<file path="src/ppcsf_pkg.sv">
// Shared constants, codes and word types of the compare schedule feeder.
package ppcsf_pkg;

    localparam int MAX_BUFFER = 256;
    localparam int LEN_W      = 9;
    localparam int HALF_W     = 8;
    localparam int COUNT_W    = 32;
    localparam int VALUE_W    = 16;
    localparam int DIV_STEPS  = COUNT_W;
    localparam int DIV_CNT_W  = $clog2(DIV_STEPS);

    localparam logic [LEN_W-1:0]   MAX_LEN   = LEN_W'(MAX_BUFFER);
    localparam logic [VALUE_W-1:0] DELAY_MAX = 16'hFFFF;

    // Operation codes
    localparam logic [2:0] OP_START    = 3'd0;
    localparam logic [2:0] OP_STEP     = 3'd1;
    localparam logic [2:0] OP_HALF     = 3'd2;
    localparam logic [2:0] OP_COMPLETE = 3'd3;
    localparam logic [2:0] OP_QUERY    = 3'd4;

    // Pending half codes
    localparam logic [1:0] PEND_H0   = 2'd0;
    localparam logic [1:0] PEND_H1   = 2'd1;
    localparam logic [1:0] PEND_NONE = 2'd2;

    typedef struct packed {
        logic [2:0]          operation;
        logic signed [31:0]  delay_ticks;
        logic [15:0]         remaining_in_round;
    } cmd_word_t;

    typedef struct packed {
        logic                value_valid;
        logic [7:0]          buffer_index;
        logic [15:0]         compare_value;
        logic                half_complete;
        logic                underrun;
        logic                finished;
        logic [31:0]         sent_count;
        logic [31:0]         remaining_count;
        logic [8:0]          buffer_size_used;
    } res_word_t;

    // Controller to datapath
    typedef struct packed {
        logic load;
        logic div_start;
        logic commit;
    } ctrl_cmd_t;

    // Datapath to controller
    typedef struct packed {
        logic long_start;
        logic div_done;
    } ctrl_status_t;

endpackage

</file>
<file path="src/pingpong_compare_schedule_feeder_core.sv">
// Top level of the ping-pong compare schedule feeder.
//
// Channels: cmd (cmd_valid/cmd_ready/cmd_word) takes one word per item,
// res (res_valid/res_ready/res_word) gives exactly one word per item, and
// cfg (cfg_valid/cfg_ready/cfg_data) writes the total count; cfg_ready is
// always high. Write the total count only while no item is in flight.
// The result word is registered: the item is accepted, then committed
// into the output register. A new item is taken only after the last commits.
// Start with a total count above 256 runs the divisor search before the
// commit: a bit-serial remainder unit tests each candidate, from 256 down.
// The result sits in an output register; a new item is taken while it
// waits, but that item's commit holds until the waiting word is taken.
// Reset (rst_n, asynchronous, active low) clears the feeder state, sets
// the total count to 1, no half pending, and drops res_valid.
module pingpong_compare_schedule_feeder_core (
    input  logic                          clk,
    input  logic                          rst_n,
    input  logic                          cmd_valid,
    output logic                          cmd_ready,
    input  ppcsf_pkg::cmd_word_t          cmd_word,
    output logic                          res_valid,
    input  logic                          res_ready,
    output ppcsf_pkg::res_word_t          res_word,
    input  logic                          cfg_valid,
    output logic                          cfg_ready,
    input  logic [ppcsf_pkg::COUNT_W-1:0] cfg_data
);

    ppcsf_pkg::ctrl_cmd_t    ctl_cmd;
    ppcsf_pkg::ctrl_status_t ctl_status;

    assign cfg_ready = 1'b1;

    ppcsf_ctrl u_ctrl (
        .clk       (clk),
        .rst_n     (rst_n),
        .cmd_valid (cmd_valid),
        .cmd_ready (cmd_ready),
        .res_valid (res_valid),
        .res_ready (res_ready),
        .status    (ctl_status),
        .cmd       (ctl_cmd)
    );

    ppcsf_dp u_dp (
        .clk       (clk),
        .rst_n     (rst_n),
        .cmd_word  (cmd_word),
        .cfg_valid (cfg_valid),
        .cfg_ready (cfg_ready),
        .cfg_data  (cfg_data),
        .cmd       (ctl_cmd),
        .status    (ctl_status),
        .res_word  (res_word)
    );

endmodule

</file>
<file path="src/ppcsf_div.sv">
// Divisor search: largest divisor of the total count not above the buffer limit.
module ppcsf_div (
    input  logic                             clk,
    input  logic                             rst_n,
    input  logic                             start,
    input  logic [ppcsf_pkg::COUNT_W-1:0]    dividend,
    output logic                             done,
    output logic [ppcsf_pkg::LEN_W-1:0]      result
);

    logic [ppcsf_pkg::LEN_W-1:0]     cand_reg, cand_next;
    logic [ppcsf_pkg::LEN_W-1:0]     rem_reg, rem_next;
    logic [ppcsf_pkg::COUNT_W-1:0]   shift_reg, shift_next;
    logic [ppcsf_pkg::DIV_CNT_W-1:0] cnt_reg, cnt_next;
    logic                            busy_reg, busy_next;
    logic                            done_reg, done_next;
    logic [ppcsf_pkg::LEN_W-1:0]     result_reg, result_next;
    logic [ppcsf_pkg::LEN_W:0]       trial;
    logic [ppcsf_pkg::LEN_W-1:0]     rem_step;

    // One restoring remainder bit per cycle
    always_comb
    begin
        trial = {rem_reg, shift_reg[ppcsf_pkg::COUNT_W-1]};
        if (trial >= {1'b0, cand_reg})
            rem_step = ppcsf_pkg::LEN_W'(trial - {1'b0, cand_reg});
        else
            rem_step = trial[ppcsf_pkg::LEN_W-1:0];
    end

    // Candidate walk: test one candidate at a time, count down on a miss
    always_comb
    begin
        cand_next   = cand_reg;
        rem_next    = rem_reg;
        shift_next  = shift_reg;
        cnt_next    = cnt_reg;
        busy_next   = busy_reg;
        done_next   = 1'b0;
        result_next = result_reg;
        if (start)
        begin
            cand_next  = ppcsf_pkg::MAX_LEN;
            rem_next   = '0;
            shift_next = dividend;
            cnt_next   = '0;
            busy_next  = 1'b1;
        end
        else if (busy_reg)
        begin
            rem_next   = rem_step;
            shift_next = {shift_reg[ppcsf_pkg::COUNT_W-2:0], 1'b0};
            cnt_next   = cnt_reg + 1'b1;
            if (cnt_reg == ppcsf_pkg::DIV_CNT_W'(ppcsf_pkg::DIV_STEPS - 1))
            begin
                if (rem_step == '0)
                begin
                    busy_next   = 1'b0;
                    done_next   = 1'b1;
                    result_next = cand_reg;
                end
                else if (cand_reg == ppcsf_pkg::LEN_W'(2))
                begin
                    // nothing above one divides: length one
                    busy_next   = 1'b0;
                    done_next   = 1'b1;
                    result_next = ppcsf_pkg::LEN_W'(1);
                end
                else
                begin
                    cand_next  = cand_reg - 1'b1;
                    rem_next   = '0;
                    shift_next = dividend;
                    cnt_next   = '0;
                end
            end
        end
    end

    always_ff @(posedge clk or negedge rst_n)
    begin
        if (!rst_n)
        begin
            busy_reg <= 1'b0;
            done_reg <= 1'b0;
        end
        else
        begin
            busy_reg <= busy_next;
            done_reg <= done_next;
        end
    end

    always_ff @(posedge clk)
    begin
        cand_reg   <= cand_next;
        rem_reg    <= rem_next;
        shift_reg  <= shift_next;
        cnt_reg    <= cnt_next;
        result_reg <= result_next;
    end

    assign done   = done_reg;
    assign result = result_reg;

endmodule

</file>
<file path="src/ppcsf_dp.sv">
// Datapath: feeder state, item staging, state update and result word register.
module ppcsf_dp (
    input  logic                             clk,
    input  logic                             rst_n,
    input  ppcsf_pkg::cmd_word_t             cmd_word,
    input  logic                             cfg_valid,
    input  logic                             cfg_ready,
    input  logic [ppcsf_pkg::COUNT_W-1:0]    cfg_data,
    input  ppcsf_pkg::ctrl_cmd_t             cmd,
    output ppcsf_pkg::ctrl_status_t          status,
    output ppcsf_pkg::res_word_t             res_word
);

    // Configuration and feeder state
    logic [ppcsf_pkg::COUNT_W-1:0] total_reg;
    logic [ppcsf_pkg::VALUE_W-1:0] acc_reg, acc_next;
    logic [ppcsf_pkg::LEN_W-1:0]   len_reg, len_next;
    logic                          active_reg, active_next;
    logic                          h0_reg, h0_next;
    logic                          h1_reg, h1_next;
    logic [1:0]                    pend_reg, pend_next;
    logic                          sfp_reg, sfp_next;
    logic [ppcsf_pkg::HALF_W-1:0]  fill_reg, fill_next;
    logic [ppcsf_pkg::COUNT_W-1:0] xfer_reg, xfer_next;

    // Staged item
    logic [2:0]                    op_reg;
    logic [ppcsf_pkg::VALUE_W-1:0] delay_reg, delay_next;
    logic [ppcsf_pkg::COUNT_W:0]   sum_reg, sum_next;
    ppcsf_pkg::res_word_t          res_reg, res_next;

    logic                          div_done;
    logic [ppcsf_pkg::LEN_W-1:0]   div_result;
    logic [ppcsf_pkg::LEN_W-1:0]   in_round;
    logic [ppcsf_pkg::LEN_W-1:0]   new_len;
    logic [ppcsf_pkg::HALF_W-1:0]  half_slots;
    logic [ppcsf_pkg::HALF_W-1:0]  fill_inc;
    logic [ppcsf_pkg::COUNT_W-1:0] sent;
    logic [ppcsf_pkg::COUNT_W:0]   rem_diff;
    logic                          long_total;

    ppcsf_div u_div (
        .clk      (clk),
        .rst_n    (rst_n),
        .start    (cmd.div_start),
        .dividend (total_reg),
        .done     (div_done),
        .result   (div_result)
    );

    assign long_total        = (total_reg > ppcsf_pkg::COUNT_W'(ppcsf_pkg::MAX_BUFFER));
    assign status.long_start = (cmd_word.operation == ppcsf_pkg::OP_START) && long_total;
    assign status.div_done   = div_done;

    // Load stage: clamp the delay and form the running-count sum
    always_comb
    begin
        if (cmd_word.delay_ticks[31])
            delay_next = '0;
        else if (|cmd_word.delay_ticks[30:16])
            delay_next = ppcsf_pkg::DELAY_MAX;
        else
            delay_next = cmd_word.delay_ticks[15:0];

        if ({7'b0, len_reg} >= cmd_word.remaining_in_round)
            in_round = len_reg - cmd_word.remaining_in_round[ppcsf_pkg::LEN_W-1:0];
        else
            in_round = '0;

        if (cmd_word.operation == ppcsf_pkg::OP_QUERY)
            sum_next = {1'b0, xfer_reg} + (ppcsf_pkg::COUNT_W + 1)'(in_round);
        else
            sum_next = {1'b0, xfer_reg} + (ppcsf_pkg::COUNT_W + 1)'(len_reg);
    end

    // Commit stage: state update and result word
    always_comb
    begin
        acc_next    = acc_reg;
        len_next    = len_reg;
        active_next = active_reg;
        h0_next     = h0_reg;
        h1_next     = h1_reg;
        pend_next   = pend_reg;
        sfp_next    = sfp_reg;
        fill_next   = fill_reg;
        xfer_next   = xfer_reg;
        res_next    = '0;

        half_slots = len_reg[ppcsf_pkg::LEN_W-1:1];
        fill_inc   = fill_reg + 1'b1;
        new_len    = long_total ? div_result : total_reg[ppcsf_pkg::LEN_W-1:0];
        sent       = sum_reg[ppcsf_pkg::COUNT_W] ? '1 : sum_reg[ppcsf_pkg::COUNT_W-1:0];
        rem_diff   = {1'b0, total_reg} - {1'b0, sent};

        case (op_reg)
            ppcsf_pkg::OP_START:
            begin
                len_next    = new_len;
                active_next = 1'b0;
                xfer_next   = '0;
                fill_next   = '0;
                if (new_len[ppcsf_pkg::LEN_W-1:1] == '0)
                begin
                    // halves without slots count as filled at once (the second only for a nonzero total)
                    h0_next   = 1'b1;
                    h1_next   = (total_reg != '0);
                    pend_next = ppcsf_pkg::PEND_NONE;
                    sfp_next  = 1'b0;
                end
                else
                begin
                    h0_next   = 1'b0;
                    h1_next   = 1'b0;
                    pend_next = ppcsf_pkg::PEND_H0;
                    sfp_next  = 1'b1;
                end
            end
            ppcsf_pkg::OP_STEP:
            begin
                if ((pend_reg != ppcsf_pkg::PEND_NONE) &&
                    (sfp_reg || (xfer_reg < total_reg)))
                begin
                    if (half_slots == '0)
                    begin
                        if (pend_reg == ppcsf_pkg::PEND_H0)
                            h0_next = 1'b1;
                        else
                            h1_next = 1'b1;
                        pend_next = ppcsf_pkg::PEND_NONE;
                        fill_next = '0;
                        sfp_next  = 1'b0;
                    end
                    else
                    begin
                        acc_next               = acc_reg + delay_reg;
                        res_next.value_valid   = 1'b1;
                        res_next.buffer_index  = (pend_reg == ppcsf_pkg::PEND_H1) ?
                                                 (half_slots + fill_reg) : fill_reg;
                        res_next.compare_value = acc_reg + delay_reg;
                        fill_next              = fill_inc;
                        if (fill_inc >= half_slots)
                        begin
                            res_next.half_complete = 1'b1;
                            if (pend_reg == ppcsf_pkg::PEND_H0)
                                h0_next = 1'b1;
                            else
                                h1_next = 1'b1;
                            fill_next = '0;
                            if (sfp_reg && (pend_reg == ppcsf_pkg::PEND_H0) &&
                                (total_reg > ppcsf_pkg::COUNT_W'(half_slots)))
                            begin
                                pend_next = ppcsf_pkg::PEND_H1;
                            end
                            else
                            begin
                                pend_next = ppcsf_pkg::PEND_NONE;
                                sfp_next  = 1'b0;
                            end
                        end
                    end
                end
            end
            ppcsf_pkg::OP_HALF, ppcsf_pkg::OP_COMPLETE:
            begin
                if ((op_reg == ppcsf_pkg::OP_COMPLETE) &&
                    (sum_reg >= {1'b0, total_reg}))
                begin
                    xfer_next         = total_reg;
                    res_next.finished = 1'b1;
                end
                else
                begin
                    if (op_reg == ppcsf_pkg::OP_COMPLETE)
                        xfer_next = sum_reg[ppcsf_pkg::COUNT_W-1:0];
                    // swap halves
                    fill_next = '0;
                    sfp_next  = 1'b0;
                    if (!active_reg)
                    begin
                        active_next       = 1'b1;
                        h0_next           = 1'b0;
                        res_next.underrun = !h1_reg;
                        pend_next         = ppcsf_pkg::PEND_H0;
                    end
                    else
                    begin
                        active_next       = 1'b0;
                        h1_next           = 1'b0;
                        res_next.underrun = !h0_reg;
                        pend_next         = ppcsf_pkg::PEND_H1;
                    end
                end
            end
            ppcsf_pkg::OP_QUERY:
            begin
                res_next.sent_count      = sent;
                res_next.remaining_count = rem_diff[ppcsf_pkg::COUNT_W] ?
                                           '0 : rem_diff[ppcsf_pkg::COUNT_W-1:0];
            end
            default:
            begin
                res_next = '0;
            end
        endcase
        res_next.buffer_size_used = len_next;
    end

    // Control state
    always_ff @(posedge clk or negedge rst_n)
    begin
        if (!rst_n)
        begin
            total_reg  <= ppcsf_pkg::COUNT_W'(1);
            acc_reg    <= '0;
            len_reg    <= '0;
            active_reg <= 1'b0;
            h0_reg     <= 1'b0;
            h1_reg     <= 1'b0;
            pend_reg   <= ppcsf_pkg::PEND_NONE;
            sfp_reg    <= 1'b0;
            fill_reg   <= '0;
            xfer_reg   <= '0;
        end
        else
        begin
            if (cfg_valid && cfg_ready)
                total_reg <= cfg_data;
            if (cmd.commit)
            begin
                acc_reg    <= acc_next;
                len_reg    <= len_next;
                active_reg <= active_next;
                h0_reg     <= h0_next;
                h1_reg     <= h1_next;
                pend_reg   <= pend_next;
                sfp_reg    <= sfp_next;
                fill_reg   <= fill_next;
                xfer_reg   <= xfer_next;
            end
        end
    end

    // Staged item and result word
    always_ff @(posedge clk)
    begin
        if (cmd.load)
        begin
            op_reg    <= cmd_word.operation;
            delay_reg <= delay_next;
            sum_reg   <= sum_next;
        end
        if (cmd.commit)
            res_reg <= res_next;
    end

    assign res_word = res_reg;

endmodule

</file>
<file path="src/ppcsf_ctrl.sv">
// Controller: sequences accept, divisor search and commit of each word.
module ppcsf_ctrl (
    input  logic                     clk,
    input  logic                     rst_n,
    input  logic                     cmd_valid,
    output logic                     cmd_ready,
    output logic                     res_valid,
    input  logic                     res_ready,
    input  ppcsf_pkg::ctrl_status_t  status,
    output ppcsf_pkg::ctrl_cmd_t     cmd
);

    typedef enum logic [1:0] {
        S_IDLE,
        S_SEARCH,
        S_COMMIT
    } state_t;

    state_t state_reg;
    logic   res_valid_reg;
    logic   accept;
    logic   slot_free;

    assign cmd_ready     = (state_reg == S_IDLE);
    assign accept        = cmd_valid && cmd_ready;
    assign slot_free     = !res_valid_reg || res_ready;

    assign cmd.load      = accept;
    assign cmd.div_start = accept && status.long_start;
    assign cmd.commit    = (state_reg == S_COMMIT) && slot_free;
    assign res_valid     = res_valid_reg;

    // State and output valid
    always_ff @(posedge clk or negedge rst_n)
    begin
        if (!rst_n)
        begin
            state_reg     <= S_IDLE;
            res_valid_reg <= 1'b0;
        end
        else
        begin
            case (state_reg)
                S_IDLE:
                begin
                    if (accept)
                        state_reg <= status.long_start ? S_SEARCH : S_COMMIT;
                end
                S_SEARCH:
                begin
                    if (status.div_done)
                        state_reg <= S_COMMIT;
                end
                S_COMMIT:
                begin
                    if (slot_free)
                        state_reg <= S_IDLE;
                end
                default:
                begin
                    state_reg <= S_IDLE;
                end
            endcase

            if (cmd.commit)
                res_valid_reg <= 1'b1;
            else if (res_ready)
                res_valid_reg <= 1'b0;
        end
    end

endmodule

</file>
<file path="config.mk">
export PLATFORM = sky130hd
export DESIGN_NAME = pingpong_compare_schedule_feeder_core
export DESIGN_NICKNAME = d
export VERILOG_FILES = /design/src/ppcsf_pkg.sv /design/src/pingpong_compare_schedule_feeder_core.sv /design/src/ppcsf_div.sv /design/src/ppcsf_dp.sv /design/src/ppcsf_ctrl.sv
export SDC_FILE = /design/constraint.sdc
export NUM_CORES = 1
export LEC_CHECK = 0
export BUFFER_PORTS_ARGS = -buffer_cell sky130_fd_sc_hd__buf_2
export CORE_MARGIN = 10
export CORE_UTILIZATION = 55
export DETAILED_ROUTE_END_ITERATION = 8
export PLACE_DENSITY = 0.83
export SLEW_MARGIN = 25
export SYNTH_ARGS = -nofsm -noshare
export SYNTH_HDL_FRONTEND = slang
export SYNTH_SLANG_ARGS = --single-unit
</file>
<file path="constraint.sdc">
create_clock -name clk -period 7.6 [get_ports clk]
set_input_delay 0 -clock clk [delete_from_list [all_inputs] [get_ports clk]]
set_output_delay 0 -clock clk [all_outputs]
set_load 0.05 [all_outputs]
</file>
== Word-level counts from Yosys, hierarchy flattened ==
Index checks and enable logic that the tools add are counted.
Word-level totals
  bits in registers: 325
  bits of input ports: 88
  output and inout port bits: 104
  word-level logic and storage cells: 204
Operators by class
  add/sub/neg operators: 10
  magnitude comparators: 7
  eq/ne operators: 21
  muxes and demuxes: 84
  bitwise gates (word level): 8
  reduce and logical (&&, ||, !) cells: 43
Operators with widths (number)
  $mux W32: 8
  $mux W9: 9
  $add A32 B9 Y33: 2
  $pmux W32 S2: 1
  $mux W8: 5
  $mux W1: 38
  $ge A33 B32 Y1: 1
  $mux W33: 1
  $sub A32 B32 Y33: 1
  $gt A32 B8 Y1: 1
  $gt A32 B9 Y1 const B: 1
  $lt A32 B32 Y1: 1
  $reduce_bool A32 Y1: 1
  $mux W26: 1
  $pmux W8 S3: 1
  $mux W2: 10
  $reduce_and A6 Y1: 3
  $sub A9 B9 Y9: 2
  $add A16 B16 Y16: 1
  $ge A9 B16 Y1: 1
  $logic_not A8 Y1: 2
  $mux W16: 1
  $reduce_and A4 Y1: 4
  $mux W5: 3
  35 further kinds: 74

== Longest topological paths before layout ==
Gate-level depths: netlist of the first run.
  depth in word-level cells: 8
  depth in mapped cells: 25
  mapped depth without buffers: 25

== By module ==
A second synthesis of the first run with hierarchy kept.
Unflattened totals
  cell total of the unflattened synthesis: 1814
  area, all modules: 19179.6 µm²
Modules (own cells, without submodules)
  ppcsf_dp: instances 1, cells an instance 1499, area each 15633.7 µm², seq. area each 7174.4 µm²
  ppcsf_div: instances 1, cells an instance 296, area each 3372.0 µm², seq. area each 1741.7 µm²
  ppcsf_ctrl: instances 1, cells an instance 17, area each 162.7 µm², seq. area each 75.1 µm²
  pingpong_compare_schedule_feeder_core: instances 1, cells an instance 2, area each 11.3 µm², seq. area each 0.0 µm²

== Worst setup path after synthesis of the first run ==
OpenSTA, ideal clock, no wires.
  kind: reg2reg
  from: reg u_ctrl.res_valid_reg (netlist: u_ctrl.res_valid)
  to: reg u_dp.res_reg, in the netlist u_dp.res_word[0] (enable)
  library setup time: 503 ps
  arrival time: 4113 ps
  required time: 7097 ps
  setup slack: 2984 ps
  cell stages (with the launch flop): 5
  path buffers: 2
  period minus slack after synthesis: 4616 ps
  cell sequence: dfrtp_1 > nand2b_1 > nor2b_1 > clkbuf_1 > clkbuf_1
RTL lines
  start, declared: line ppcsf_ctrl.sv:20  | logic res_valid_reg;
  start signal, assigned: line ppcsf_ctrl.sv:39  | res_valid_reg <= 1'b0;
  start signal, assigned: line ppcsf_ctrl.sv:66  | res_valid_reg <= 1'b1;
  start signal, assigned: line ppcsf_ctrl.sv:68  | res_valid_reg <= 1'b0;
  end signal, assigned: line ppcsf_dp.sv:254  | res_reg <= res_next;
  end, declared: line ppcsf_dp.sv:30  | ppcsf_pkg::res_word_t res_reg, res_next;

== Worst setup path in the final report of the first run ==
  from: reg u_dp.len_reg[0] in the netlist's numbering
  to: reg u_dp.sum_reg[22] in the netlist's numbering, data pin
On the way
  longest elaborated chain between the ends: 4
  elaborated cells on any way between the ends: 6
  classes of those cells: add/sub (3); order compare (1); mux (2)
Ends and longest elaborated chain
  start, declared: line ppcsf_dp.sv:17  | logic [ppcsf_pkg::LEN_W-1:0] len_reg, len_next;
  start signal, assigned: line ppcsf_dp.sv:232  | len_reg <= len_next;
  $ge A9 B16 Y1 or $sub A9 B9 Y9 (tied branches): line ppcsf_dp.sv:65, ppcsf_dp.sv:66
  $mux W9: line ppcsf_dp.sv:65  | if ({7'b0, len_reg} >= cmd_word.remaining_in_round)
  $add A32 B9 Y33: line ppcsf_dp.sv:71  | sum_next = {1'b0, xfer_reg} + (ppcsf_pkg::COUNT_W + 1)'(in_round);
  $mux W33 *: line ppcsf_dp.sv:70  | if (cmd_word.operation == ppcsf_pkg::OP_QUERY)
  via u_dp.sum_next, one bit: line ppcsf_dp.sv:29  | logic [ppcsf_pkg::COUNT_W:0] sum_reg, sum_next;
  end signal, assigned: line ppcsf_dp.sv:251  | sum_reg <= sum_next;
  end, declared: line ppcsf_dp.sv:29
Mark *: on every way through the listed nets, which the timed path passes. The rest lies on a longest branch.
A chain may end at the register's enable or synchronous reset.

==> results of run 1 <==
-- kinds of logic after synthesis --
group,Yosys count,synth area share [%]
adder cells (fa/ha/maj),171,11.5
buffers and inverters,160,3.52
XOR/XNOR,105,4.85
other,1,0.0198
multiplexers,50,2.68
AO/OA/AOI/OAI,441,14.2
flip-flops,325,47.4
AND/OR/NAND/NOR,663,15.8
-- final cells by class --
cell class / instances / area [um^2] / area share [%]
antenna: 1 / 2.50 / 0.0113
clock buffer: 49 / 971 / 4.39
clock inverter: 17 / 144 / 0.650
inverter: 98 / 368 / 1.66
multi-input combinational: 1431 / 9370 / 42.4
sequential: 325 / 8990 / 40.6
tap: 448 / 561 / 2.53
timing repair buffer: 269 / 1720 / 7.76
-- cell usage after synthesis (all sizes together) (23+ instances only) --
cell / n
xnor2: 60
ha: 165
dfrtp: 106
inv: 97
clkbuf: 44
o21ai: 183
a21oi: 92
nor2: 240
nand3: 23
xor2: 45
edfxtp: 194
a21o: 58
dfxtp: 23
nand2: 219
nand2b: 25
nand4: 26
mux2i: 46
nor3: 33
-- how the worst min path moves through the flow --
stage                               end  depth (start not counted)
finish                u_dp.delay_reg[8]                          2
detailed placement  u_ctrl.state_reg[1]                          1
global placement       u_ctrl.res_valid                          1
CTS                   u_dp.delay_reg[7]                          2
global route          u_dp.delay_reg[8]                          2
floorplan              u_ctrl.res_valid                          0
-- power by group through the flow --
stage	combinational (mW)	sequential, mW	clock (mW)
floorplan	2.32	3.21	0
global placement	3.36	2.94	0
detailed placement	3.49	2.96	0
CTS	3.56	2.93	1.69
global route	3.96	3.00	1.78
finish	3.61	2.95	1.68
-- per-stage QoR --
| step | cells | instance area [um^2] | util [%] | hold slack (ns) |
|---|---|---|---|---|
| after floorplan | 1916 | 19000 | - | -0.296 |
| after global placement | 2504 | 20300 | 60.2 | 0.109 |
| after detailed placement | 2504 | 20300 | 60.2 | 0.121 |
| after CTS | 2637 | 22100 | 65.5 | 0.000648 |
| after global routing | 2638 | 22100 | 65.5 | 0.00767 |
| final | 2638 | 22100 | 65.5 | 0.00220 |
-- critical path, cell delays in order, from the launching register on --
cell      delay, ns
dfrtp_1        0.40
inv_1          0.08
ha_1           0.14
inv_1          0.06
fa_1           0.41
a21o_1         0.18
a21oi_1        0.31
o22ai_1        0.11
nor2_1         0.15
o21ai_0        0.14
a21oi_1        0.19
nor3_1         0.08
inv_1          0.19
o21ai_0        0.12
ha_1           0.21
inv_1          0.07
fa_1           0.20
nor2b_1        0.07
o21ai_0        0.20
a21boi_0       0.16
o21ai_0        0.23
a21boi_0       0.19
o41ai_1        0.69
nor2_1         0.32
nand4_1        0.21
xnor2_1        0.08
-- per-layer routing --
metal / wire length [um] / vias up / GRT usage, %
li1: - / 7340 / -
met4: 1770 / 0 / 8.93
met1: 20900 / 7540 / 30.7
met3: 4180 / 142 / 3.99
met5: 0 / - / 0
met2: 26100 / 710 / 42.5
-- timing repair --
item	4_1_cts	5_1_grt
buffers inserted	0	0
hold buffers	67	0
endpoints found under the hold margin	107	0
==> qor.txt, run 1 <==
Syn Inst Count: 1,916
r2r setup slk: 2.17 ns
first-pass GRT wire length: 83,700 um
GRT Residual Overflow: 0
max_slew headroom: 31.0%
first-pass iteration count of the detailed router: 5
critical path peak fanout: 8
Worst R2R Start: u_dp.len_reg[0]
initial antenna violation count: 1
Initial DRC Count: 1,440
top post-synthesis cells by area: edfxtp_1 31%, dfrtp_1 14%, ha_1 11%
layout cells sized above 1: 12.9%
Die Y: 206 um
Fin. Hold Viols: 0
status: complete, no violations
startpoint types: flop
Synth-to-Final Area Change: 16.7%
post-route setup slack: 2.17 ns
hold_sp: cmd_word[47]
unrepaired setup endpoints after global routing: no
Synth area leader: edfxtp_1
GPL Wtd Cong: 0.925
fmax: 184 MHz
Clock Power Share: 20.4%
via/cell ratio: 5.96
CTS resizes: 0
DP Worst Slack: 2.36 ns
ys async rst share: 33.2%
final cycle utilization of the critical path: 71.5%
post-synthesis sequential area ratio: 47.4%
count of final setup violators: 0
Main synth FF type: edfxtp_1
clk_skew: 0.0255 ns
leading cell types in the layout, fill and taps excluded: 240 x nor2_1, 218 x nand2_1, 194 x edfxtp_1
final routed DRC violation total: 0
switch share: 41.6%
worst r2r path cells: 25
I/O pin count: 192
vias in the first global route: 15,764
Period minus WS final: 5.43 ns
Synth Cell Area: 0.0190 mm^2
Psw: 3.42 mW
max reg flops: 101
Slew @ Worst Pin: 1.03 ns
worst setup path class: flop to flop
largest net degree at the start of global routing: 68
fin. max-slew vios: 0
P_int: 4.82 mW
All-Layer GR Usage: 24.7%
root buffer cell: clkbuf_16
Vias: 15,732
Layout fillers: 2,618
CP endpoint kind: flop
Worst Hold Class: input pin to flop
worst vdd ir: 0.257 mV
worst r2r dst: u_dp.sum_reg[22]
routed length per placed instance: 20.1 um
TritonCTS clock tree: built
IO buf count: 190
endpoint arrival time on the critical path: 5.70 ns
Post-Syn Nets: 2,175
crit path launch: u_dp.len_reg[0]
Power Dens Cells: 372 mW/mm^2
final-stage net count: 2,420
# clock sinks: 325
Routed Antenna Nets: 0
combinational share of power: 43.8%
CTS Buf Count: 36
setup TNS: 0 ns
final WL: 52,900 um
share of the synthesized area in the top cell type: 30.7%
Syn Area/Cell: 9.90 um^2
Yosys cell types: 78
MaxCap Viol Count: 0
Rows: 67
clk slew on worst S/H paths: 0.06 ns
worst skew pair latency: 0.54 ns
WP data required: 7.87 ns
Sequential Power Share: 35.9%
core area: 0.0338 mm^2
Post-synth EDFFs: 194
starting density of the core: 56.1%
final HPWL from detailed placement: 38,000 um
die area: 0.0423 mm^2
Die Wd: 206 um
most common cell after layout, fill and taps aside: nor2_1
Synth Warn #: 0
Pleak: 9.87 nW
Power Total: 8.24 mW
flops & latches, synth: 325
Max clock buf depth: 3
critical path endpoint: u_dp.sum_reg[22]
H-tree Lvls: 2
(Power assumes the default switching activity.)
==> run 2, diff against run 1 <==
Clock period 7.6 ns to 5.4 ns, I/O delays scaled along.
==> run 2 against run 1 <==
Effect of this change:
- clock power up 55%
- first-iteration DRC count down 12%
- combinational power up 40%
- via count down 0.52%
- sequential power up 41%
- wire length down 1.3%
- highest routed layer is now met5
- worst setup slack worse by 1.7 ns
- flip-flop and latch count unchanged
- fmax up 11%
- critical endpoint is now u_dp.sum_reg[28]
- die area unchanged
- sequential share of layout area down 0.40 points
- clock-buffer cell count unchanged
==> qor.txt, run 2 (synthesis gave the netlist of run 1 again) <==
Post-Route Utilization: 66.1%
final WL: 52,200 um
Synth-to-Final Area Change: 17.8%
status: complete, no violations
MaxCap Viol Count: 0
GRT met3 Usage: 3.65%
starting density of the core: 56.1%
setup TNS: 0 ns
Die Wd: 206 um
crit path launch: u_dp.len_reg[0]
Slew @ Worst Pin: 1.01 ns
clk slew on worst S/H paths: 0.06 ns
core area: 0.0338 mm^2
first-pass iteration count of the detailed router: 6
critical path peak fanout: 8
IO buf count: 190
startpoint types: flop
WP data required: 5.67 ns
die area: 0.0423 mm^2
leading cell types in the layout, fill and taps excluded: 239 x nor2_1, 218 x nand2_1, 194 x edfxtp_1
Worst Hold Class: input pin to flop
unrepaired setup endpoints after global routing: no
clk_skew: 0.0140 ns
largest net degree at the start of global routing: 65
final-stage net count: 2,428
via/cell ratio: 5.92
initial antenna violation count: 2
Initial DRC Count: 1,270
Clock Power Share: 22.1%
max reg flops: 101
H-tree Lvls: 2
Sequential Power Share: 35.3%
switch share: 40.3%
P_int: 7.06 mW
M1 GR Usage: 31.1%
All-Layer GR Usage: 24.5%
# clock sinks: 325
Worst R2R Start: u_dp.len_reg[0]
final routed DRC violation total: 0
DP Worst Slack: 0.336 ns
CP endpoint kind: flop
worst r2r dst: u_dp.sum_reg[28]
fmax: 204 MHz
endpoint arrival time on the critical path: 5.17 ns
Pleak: 9.98 nW
I/O pin count: 192
fin. max-slew vios: 0
Period minus WS final: 4.90 ns
Slowest Stage Delay on Critical Path: 0.40 ns
Fin. Hold Viols: 0
root buffer cell: clkbuf_16
most common cell after layout, fill and taps aside: nor2_1
final HPWL from detailed placement: 38,000 um
worst r2r path cells: 24
Top cell by count, worst path: o21ai_0
Die Y: 206 um
slowest cell on the critical path: fa_1
post-route setup slack: 0.495 ns
routed length per placed instance: 19.8 um
count of final setup violators: 0
GPL Wtd Cong: 0.932
worst skew pair latency: 0.52 ns
Max clock buf depth: 3
Vias: 15,650
Power Dens Cells: 529 mW/mm^2
GRT Residual Overflow: 0
Setup Buffers After CTS: 0
CP cell instances: inv_1, ha_1, inv_1, fa_1, a21o_1, a21oi_1, o22ai_1, nor2_1, o21ai_0, a21oi_1, nor3_1, inv_1, o21ai_0, ha_1, nor2b_1, o21ai_0, a21boi_0, o21ai_0, a21boi_1, o41ai_1, buf_4, nor2_2, nand4_1, xnor2_1
final cycle utilization of the critical path: 90.8%
TritonCTS clock tree: built
Rows: 67
first-pass GRT wire length: 83,200 um
max_slew headroom: 32.1%
critical path endpoint: u_dp.sum_reg[28]
combinational share of power: 42.7%
layout cells sized above 1: 13.4%
vias in the first global route: 15,651
Psw: 4.76 mW
Routed Antenna Nets: 0
most used routing layer in global routing: met2
Layout fillers: 2,573
worst vdd ir: 0.394 mV
met2 usage: 41.6%
CTS Buf Count: 35
worst setup path class: flop to flop
r2r setup slk: 0.50 ns
## run 2: cell count changes in the layout (fill, tap and decap cells not counted), moves of 2 or more
cell / previous run / this run
clkbuf_8: 0 / 5
inv_6: 2 / 0
bufinv_16: 2 / 6
dlygate4sd3_1: 67 / 69
clkbuf_1: 12 / 6
buf_4: 14 / 20
clkinv_2: 7 / 3
## run 2: stage by stage
step | hold WS [ns] | cells | instance area, um^2 | total power [mW]
after floorplan | -0.296 | 1916 | 19000 | 7.78
after global placement | 0.0779 | 2511 | 20400 | 8.89
after detailed placement | 0.0737 | 2511 | 20400 | 9.08
after CTS | 0.00921 | 2643 | 22300 | 11.8
after global routing | 0.0347 | 2644 | 22300 | 12.6
final | 0.0232 | 2644 | 22300 | 11.8
## run 2: layer usage
| layer | wire (um) | vias to the layer above |
|---|---|---|
| li1 | - | 7355 |
| met1 | 21000 | 7513 |
| met2 | 25700 | 654 |
| met3 | 3970 | 126 |
| met4 | 1600 | 2 |
| met5 | 13 | - |
## run 2: how the worst min path moves through the flow
stage	from	end	slack, ns	cells past startpoint
after floorplan	rst_n	u_ctrl.res_valid	-0.30	0
after global placement	rst_n	u_ctrl.res_valid	0.08	1
after detailed placement	rst_n	u_ctrl.res_valid	0.07	1
after CTS	cmd_word[47]	u_dp.delay_reg[8]	0.009	2
after global routing	cmd_word[47]	u_dp.delay_reg[8]	0.03	2
final	cmd_word[47]	u_dp.delay_reg[8]	0.02	2
## run 2: repair_timing
action / 4_1_cts / 5_1_grt
gates resized for setup: 0 / 2
setup endpoints to repair: 0 / 7
hold buffers: 69 / 0
hold endpoints to repair: 102 / 0
## run 2: critical path: cells and delay by family (launching register included)
family | cells | cell delay (ns)
compound gates | 11 | 1.92
xor+xnor | 1 | 0.16
fa+ha+maj | 3 | 0.89
buf+inv | 4 | 0.47
flops | 1 | 0.39
simple gates | 5 | 0.84
## run 2: area by class of cell
| class | instances | area (um^2) | area share, % |
|---|---|---|---|
| timing repair buffer | 278 | 1800 | 8.06 |
| multi-input combinational | 1431 | 9360 | 41.9 |
| clock inverter | 14 | 218 | 0.974 |
| sequential | 325 | 8990 | 40.2 |
| clock buffer | 49 | 1040 | 4.66 |
| antenna | 1 | 2.50 | 0.0112 |
| inverter | 98 | 368 | 1.65 |
| tap | 448 | 561 | 2.51 |
## run 2: power by group through the flow
stage          clock (mW)  combinational, mW  sequential (mW)
3_3_place_gp            0               4.75             4.14
2_1_floorplan           0               3.26             4.52
4_1_cts              2.64               4.99             4.14
5_1_grt              2.74               5.58             4.24
6_report             2.61               5.04             4.16
3_5_place_dp            0               4.90             4.17
==> run 3, diff against run 2 <==
Settings changed: GPL_TIMING_DRIVEN set to 0, PLACE_DENSITY 0.83 to 0.74.
==> run 3 against run 2 <==
Effect of this change:
- clock skew grew 0.013 ns
- register-to-register slack lost 0.02 ns
- worst setup slack lost 0.024 ns
- clock power shrank 5%
- non-clock buffer count grew 38
- critical path depth shrank 10
- worst hold slack lost 0.0047 ns
- die area is the same
- largest cell class unchanged
- highest routed layer is now met4
==> qor.txt, run 3 (synthesis gave the netlist of run 1 again) <==
DP Worst Slack: -0.364 ns
H-tree Lvls: 2
routed length per placed instance: 19.8 um
root buffer cell: clkbuf_16
Max clock buf depth: 3
Initial DRC Count: 1,175
via/cell ratio: 5.80
Clock Power Share: 21.1%
worst skew pair latency: 0.53 ns
diode count: 0
final cycle utilization of the critical path: 91.3%
P_int: 6.90 mW
critical path peak fanout: 10
die area: 0.0423 mm^2
worst vdd ir: 0.391 mV
Vias: 15,577
leading cell types in the layout, fill and taps excluded: 239 x nor2_1, 218 x nand2_1, 195 x buf_2
crit path launch: u_dp.sum_reg[32]
TritonCTS clock tree: built
Sequential Power Share: 35.3%
All-Layer GR Usage: 24.7%
post-route setup slack: 0.472 ns
largest net degree at the start of global routing: 57
Post-Route Utilization: 66.3%
Psw: 4.77 mW
Period minus WS final: 4.93 ns
GPL Wtd Cong: 0.926
r2r setup slk: 0.47 ns
Rows: 67
clk_skew: 0.0267 ns
Power Total: 11.7 mW
layout cells sized above 1: 13.1%
initial antenna violation count: 0
Die Y: 206 um
Worst R2R Start: u_dp.sum_reg[32]
WP data required: 5.71 ns
final WL: 53,000 um
status: complete, no violations
Slew @ Worst Pin: 1.00 ns
first-pass GRT wire length: 83,500 um
Synth-to-Final Area Change: 18.1%
Routed Antenna Nets: 0
Die Wd: 206 um
fin. max-slew vios: 0
vias in the first global route: 15,594
max reg flops: 101
Worst Hold Class: input pin to async pin
IO buf count: 188
# clock sinks: 325
first-pass iteration count of the detailed router: 5
MaxCap Viol Count: 0
worst r2r dst: u_dp.res_word[9]
final-stage net count: 2,468
clk slew on worst S/H paths: 0.06 ns
Power Dens Cells: 521 mW/mm^2
CTS Buf Count: 37
I/O pin count: 192
core area: 0.0338 mm^2
Fin. Hold Viols: 0
CP endpoint kind: flop
fmax: 203 MHz
unrepaired setup endpoints after global routing: no
endpoint arrival time on the critical path: 5.24 ns
most common cell after layout, fill and taps aside: nor2_1
Pleak: 10.0 nW
worst setup path class: flop to flop
max_slew headroom: 32.6%
combinational share of power: 43.6%
starting density of the core: 56.1%
switch share: 40.9%
Layout fillers: 2,653
count of final setup violators: 0
final routed DRC violation total: 0
final HPWL from detailed placement: 39,900 um
worst r2r path cells: 14
GRT Residual Overflow: 0
startpoint types: flop
-- run 3: changes by cell type in the layout (fill, tap and decap cells not counted), sizes merged --
cell         delta
clkbuf         +47
dlygate4sd3     -9
clkinv          +5
bufinv          -4
buf             +3
clkinvlp        -1
diode           -1
-- run 3: area by class of cell --
cell class              instances  area (um^2)  area share [%]
multi-input cells            1431         9340            41.7
flip-flops and latches        325         8990            40.1
repair buffers                254         1660            7.40
clock buffers                  52         1050            4.71
well taps                     448          561            2.50
inverters                      98          368            1.64
plain buffers                  62          304            1.36
clock inverters                14          126           0.564
-- run 3: worst max-delay path by stage --
stage	cells after the start	end	slack (ns)
floorplan	4	u_dp.res_word[0]	0.78
global placement	5	u_dp.len_reg[8]	-0.81
detailed placement	25	u_dp.sum_reg[28]	-0.36
CTS	25	u_dp.sum_reg[28]	0.13
global route	23	u_dp.sum_reg[11]	0.08
finish	14	u_dp.res_word[9]	0.47
-- run 3: critical path, cell delays in order (launching register included) --
cell	delay, ns
edfxtp_1	0.31
clkbuf_1	0.50
clkbuf_1	0.40
nor2_1	0.13
ha_1	0.37
a21oi_1	0.13
o22ai_1	0.30
o31a_1	0.29
a21oi_1	0.23
o41ai_1	0.57
nor2_1	0.14
o21ai_0	0.22
o2111ai_1	0.35
clkbuf_1	0.41
nor2_1	0.35
-- run 3: power by group through the flow --
| stage | registers, mW | logic [mW] | clock network [mW] |
|---|---|---|---|
| final | 4.12 | 5.09 | 2.47 |
| after global routing | 4.19 | 5.64 | 2.59 |
| after CTS | 4.10 | 5.06 | 2.49 |
| after detailed placement | 4.14 | 4.98 | 0 |
| after global placement | 4.16 | 4.79 | 0 |
| after floorplan | 4.52 | 3.26 | 0 |
-- run 3: timing repair --
action / in CTS / in global routing
hold buffers: 60 / 0
setup buffers: 0 / 2
endpoints found under the hold margin: 159 / 0
setup endpoints to repair: 8 / 19
pin swaps: 0 / 2
gates resized for setup: 2 / 7
-- run 3: metal layers --
| metal | global-route usage (%) | vias to the layer above | wire [um] |
|---|---|---|---|
| li1 | - | 7442 | - |
| met1 | 32.5 | 7503 | 22500 |
| met2 | 40.9 | 534 | 25400 |
| met3 | 3.66 | 98 | 3500 |
| met4 | 8.06 | 0 | 1560 |
| met5 | 0 | - | 0 |
-- run 3: through the flow --
stage	TNS [ns]	instances	instance area (um^2)	hold slack (ns)
after floorplan	0	1916	19000	-0.296
after global placement	-84.78	2552	20500	0.218
after detailed placement	-2.49	2556	20600	0.00731
after CTS	0	2682	22400	0.0204
after global routing	0	2684	22400	0.0331
final	0	2684	22400	0.0186
